$ cat src/sv/ppr_pkg.sv
// ----------------------------------------------------------------------------
// ppr_pkg
// Shared types and codes for the pipe pool ring buffer block.
// ----------------------------------------------------------------------------
package ppr_pkg;

    typedef enum logic [2:0] {
        OP_ALLOC       = 3'd0,
        OP_ADD_READER  = 3'd1,
        OP_ADD_WRITER  = 3'd2,
        OP_CLOSE_READ  = 3'd3,
        OP_CLOSE_WRITE = 3'd4,
        OP_WRITE_BYTE  = 3'd5,
        OP_READ_BYTE   = 3'd6,
        OP_QUERY       = 3'd7
    } op_t;

    typedef enum logic [1:0] {
        STAT_OK      = 2'd0,
        STAT_FULL    = 2'd1,
        STAT_EMPTY   = 2'd2,
        STAT_NO_FREE = 2'd3
    } status_t;

    localparam logic [7:0] REF_MAX = 8'd255;

    typedef struct packed {
        op_t        req_type;
        logic [2:0] pipe_id;
        logic [7:0] write_data;
        logic       transfer_last;
    } req_t;

    typedef struct packed {
        status_t    status;
        logic [2:0] alloc_id;
        logic [7:0] read_data;
        logic       is_empty;
        logic [7:0] reader_refs;
        logic [7:0] writer_refs;
        logic       in_use;
        logic       last_echo;
    } resp_t;

    typedef struct packed {
        logic load;
        logic exec;
    } ctrl_cmd_t;

endpackage

$ cat src/sv/ppr_ctrl.sv
// ----------------------------------------------------------------------------
// ppr_ctrl
// Request sequencer: accept, execute, then hold the response until taken.
// ----------------------------------------------------------------------------
module ppr_ctrl (
    input  logic               clk,
    input  logic               rst_n,
    input  logic               req_valid,
    output logic               req_ready,
    output logic               resp_valid,
    input  logic               resp_ready,
    output ppr_pkg::ctrl_cmd_t cmd
);
    import ppr_pkg::*;

    typedef enum logic [2:0] {
        ST_IDLE = 3'b001,
        ST_EXEC = 3'b010,
        ST_RESP = 3'b100
    } state_t;

    state_t state_reg;
    state_t state_next;

    always_comb
    begin
        state_next = state_reg;
        case (state_reg)
            ST_IDLE:
            begin
                if (req_valid)
                begin
                    state_next = ST_EXEC;
                end
            end
            ST_EXEC:
            begin
                state_next = ST_RESP;
            end
            ST_RESP:
            begin
                if (resp_ready)
                begin
                    state_next = ST_IDLE;
                end
            end
            default:
            begin
                state_next = ST_IDLE;
            end
        endcase
    end

    always_ff @(posedge clk or negedge rst_n)
    begin
        if (!rst_n)
        begin
            state_reg <= ST_IDLE;
        end
        else
        begin
            state_reg <= state_next;
        end
    end

    assign req_ready  = (state_reg == ST_IDLE);
    assign resp_valid = (state_reg == ST_RESP);
    assign cmd.load   = (state_reg == ST_IDLE) && req_valid;
    assign cmd.exec   = (state_reg == ST_EXEC);

endmodule

$ cat config.mk
export PLATFORM = sky130hd
export DESIGN_NAME = ppr_ctrl
export DESIGN_NICKNAME = d
export VERILOG_FILES = /design/src/sv/ppr_pkg.sv /design/src/sv/ppr_ctrl.sv
export SDC_FILE = /design/constraint.sdc
export NUM_CORES = 1
export LEC_CHECK = 0
export BUFFER_PORTS_ARGS = -buffer_cell sky130_fd_sc_hd__buf_2
export CAP_MARGIN = 10
export CORE_AREA = 2 2 39 41
export DETAILED_ROUTE_END_ITERATION = 16
export DIE_AREA = 0 0 41 43
export PLACE_DENSITY = 0.39
export REMOVE_ABC_BUFFERS = 1
export SYNTH_ARGS = -nofsm -noshare
export SYNTH_HDL_FRONTEND = slang
export SYNTH_SLANG_ARGS = --single-unit
export TNS_END_PERCENT = 50
$ cat constraint.sdc
create_clock -name clk -period 1.54 [get_ports clk]
set_input_delay 0.077 -clock clk [delete_from_list [all_inputs] [get_ports clk]]
set_output_delay 0.077 -clock clk [all_outputs]
set_load 0.02 [all_outputs]
# Yosys cells after proc, flatten, opt, wreduce, memory -nomap -nowiden
# Index checks and enable logic that the tools add are counted.
[totals]
regBits = 3
latchBits = 0
ram_bits = 0
rom_bits = 0
input_bits = 4
output_inout_bits = 4
wordCells = 11
n_memories = 0
[classes]
add_sub_neg = 0
multipliers = 0
div_mod_pow = 0
n_lt_le_gt_ge = 0
n_eq_ne = 5
n_shift = 0
muxes = 3
n_bitwise = 0
n_reduce_logical = 2
[ops]
columns = ["cell", "count"]
rows = [
  ["case mux 3 bit (3 select lines)", 1],
  ["2-to-1 mux 3 bit", 2],
  ["equality test 3 x 1 -> 1 bit, second input constant", 1],
  ["equality test 3 x 2 -> 1 bit, second input constant", 1],
  ["equality test 3 bit, second input constant", 1],
  ["inequality test 2 x 1 -> 1 bit, second input constant", 1],
  ["inequality test 2 bit, second input constant", 1],
  ["AND reduction 2 bit", 1],
  ["logical AND 1 bit", 1],
]

# Depth between registers and ports, before layout
[logic_depth]
ltp_word = 3
mapped_depth = 2

# Worst setup path after synthesis
# Ideal clock, no wire load.
[synth_path]
kind = "register -> output"
start = "register state_reg[0]"
end = "output port req_ready"
t_arrival_ns = 1.085
required_ns = 1.463
slack_ns = 0.378
path_stages_with_launch = 2
n_path_buf = 0
path_cell_list = "dfstp_2 -> nor3b_1"
[synth_between]
elab_chain_cells = 1
[synth_rtl]
columns = ["element", "line_no", "source"]
rows = [
  ["start, declared", "ppr_ctrl.sv:22", "state_t state_reg;"],
  ["start signal, assigned", "ppr_ctrl.sv:62", "state_reg <= state_next;"],
  ["equality test 3 x 1 -> 1 bit", "ppr_ctrl.sv:66", "assign req_ready = (state_reg == ST_IDLE);"],
  ["end, declared", "ppr_ctrl.sv:9", "output logic req_ready,"],
]
# Every way passes these cells.

==> impl_metrics.env <==
export IMPL_finalSetupTns_ps=0
export IMPL_p_per_area_nw_per_um2=1890
export IMPL_hold_violations=0
export IMPL_cts_buffers=3
export IMPL_leakagePower_nw=0.107
export IMPL_rows=14
export IMPL_dr_pass1_iters=2
export IMPL_h_tree_depth=1
export IMPL_cts_resized=0
export IMPL_post_drt_wl_per_cell_um=8.79
export IMPL_async_reset_ff_share_pct=100
export IMPL_design_portCount=8
export IMPL_vdd_drop_max_mv=0.390
export IMPL_ff_latch_area_um2=76.3
export IMPL_die_area_um2=1760
export IMPL_drive_gt1_share_pct=60.9
export IMPL_synth_edf_count=0
export IMPL_grtUsageTotal_pct=5.03
export IMPL_critPathKind="register to output port"
export IMPL_port_buffers=7
export IMPL_rsz0062_at_grt="false"
export IMPL_maxCapViolCount=0
export IMPL_drc_errors=0
export IMPL_vias_per_cell=3.44
export IMPL_startpoint_type="register"
export IMPL_dp_hpwl_um=250
export IMPL_avgSynthCellArea_um2=13.0
export IMPL_relSlewSlack_pct=75.6
export IMPL_vias=134
export IMPL_ys_ff_latch=3
export IMPL_largest_reg_flops=3
export IMPL_antenna_left=0
export IMPL_ys_seq_area_share_pct=48.8
export IMPL_finClkSkew_ps=2.06
export IMPL_finish_utilization_pct=17.4
export IMPL_die_h_um=43
export IMPL_cp_required_ps=1460
export IMPL_setup_violations=0
export IMPL_synth_area_um2=156
export IMPL_hp_class="input pin to asynchronous set/reset pin"
export IMPL_tritoncts="yes"
export IMPL_drtIter0Drc=2
export IMPL_syn_to_final_growth_pct=53.6
export IMPL_gr_total_overflow=0
export IMPL_worst_pin_slew_ps=361
export IMPL_core_um2=1380
export IMPL_yosysTopAreaCell="dfrtp_1"
export IMPL_clk_path_buf_depth=2
export IMPL_crit_path_top_delay_cell="dfstp_2"
export IMPL_clock_root_buffer="clkbuf_4"
export IMPL_nFillCells=145
export IMPL_grt_max_degree=7
export IMPL_ys_top_cells_by_count="and4bb_2, dfrtp_1, nor3b_1"
export IMPL_dieWidth_um=41
export IMPL_multiInputGateArea_um2=72.6
export IMPL_diodes=0
export IMPL_clock_sinks=3
export IMPL_cp_max_fo=6
export IMPL_crit_chain="and4bb_2 -> buf_2"
export IMPL_drv_slew=0
export IMPL_status="completed"
export IMPL_syn_inst=12
export IMPL_slowest_delay_ps=560
export IMPL_clkTransAtPathRegs_ps=40
export IMPL_cp_end_kind="output port"
export IMPL_crit_arrival_ps=1200
export IMPL_ys_flop_type="dfrtp_1"
export IMPL_ys_top_cells_by_area="dfrtp_1, dfstp_2, and4bb_2"
export IMPL_synth_top_area_share_pct=32.0
export IMPL_grt_pass1_wl_um=503
export IMPL_fin_nets=28
export IMPL_grt_pass1_vias=131
export IMPL_synth_cell_type_count=9
export IMPL_clock_latency_ps=230
export IMPL_min_period_ps=1280
export IMPL_place_congestion=0.489
export IMPL_yosysWarnings=0
export IMPL_antenna_found_initial=0
export IMPL_fmax_mhz=782
export IMPL_fin_crit_sh_pct=83.0
export IMPL_initial_core_util_pct=11.3
export IMPL_wirelength_um=343
## report_power, final
part	internal, W	switching, W
clock	0.0000971	0.0000410
combinational	0.0000774	0.0000837
sequential	0.000117	0.0000377
total	0.000291	0.000162
## layout make-up
| type | instances | area share [%] |
|---|---|---|
| Clock buffer | 4 | 10.9 |
| Multi-Input combinational cell | 8 | 30.2 |
| Sequential cell | 3 | 31.8 |
| Tap cell | 16 | 8.33 |
| Timing Repair Buffer | 8 | 18.8 |
## cell usage in the layout, fill, tap and decap left out
cell and instances:
nor3_1 1, nor4b_1 1, nor3b_2 1, or2_1 1
dfrtp_1 2, dlygate4sd3_1 1, and4bb_2 2, clkbuf_4 3
dfstp_2 1, nor3b_1 2, buf_2 7, clkbuf_1 1
## metrics by stage
stage                     cells  total power (W)  cell area [µm²]  hold slack (ps)  setup WS (ps)
after global routing         39         0.000493              240              168            203
after detailed placement     34         0.000315              204             -123            510
final                        39         0.000453              240              167            262
after floorplan              11         0.000261              149             -219            378
after CTS                    39         0.000462              240              157            252
after global placement       34         0.000309              204             -127            517
## worst paths after layout
path / from / end / slack, ps / cells past startpoint
worst min register to register: state_reg[0]$_DFFE_PN1P_ / state_reg[1]$_DFFE_PN0P_ / 660 / 1
min in group clk: resp_ready / state_reg[0]$_DFFE_PN1P_ / 170 / 3
max in group asynchronous: rst_n / state_reg[0]$_DFFE_PN1P_ / 1180 / 2
worst max-delay path: state_reg[0]$_DFFE_PN1P_ / cmd[1] / 260 / 2
worst max register to register: state_reg[1]$_DFFE_PN0P_ / state_reg[2]$_DFFE_PN0P_ / 530 / 2
worst min-delay path: rst_n / state_reg[1]$_DFFE_PN0P_ / 170 / 2
## routing by layer
metal,track usage (%),vias up,wire length (µm)
li1,-,69,-
met1,5.81,57,161
met2,4.38,8,128
met3,3.14,0,54
met4,8.00,0,0
met5,0,-,0
## critical path, delay by kind of cell, from the launching register on
| kind | cells | cell delay (ps) |
|---|---|---|
| flip-flops | 1 | 560 |
| AND/OR/NAND/NOR | 1 | 240 |
| buffers and inverters | 1 | 170 |
## cells by family after synthesis
| kind of cell | Yosys count | share of synthesized area [%] |
|---|---|---|
| DFF | 3 | 48.8 |
| buffers and inverters | 1 | 4.80 |
| and+or+nand+nor | 8 | 46.4 |
## timing repair
action                                 4_1_cts  5_1_grt
endpoints found under the hold margin        3        0
setup buffers                                0        0
hold buffers                                 1        0
No activity file was read; power rests on OpenSTA's default activity.
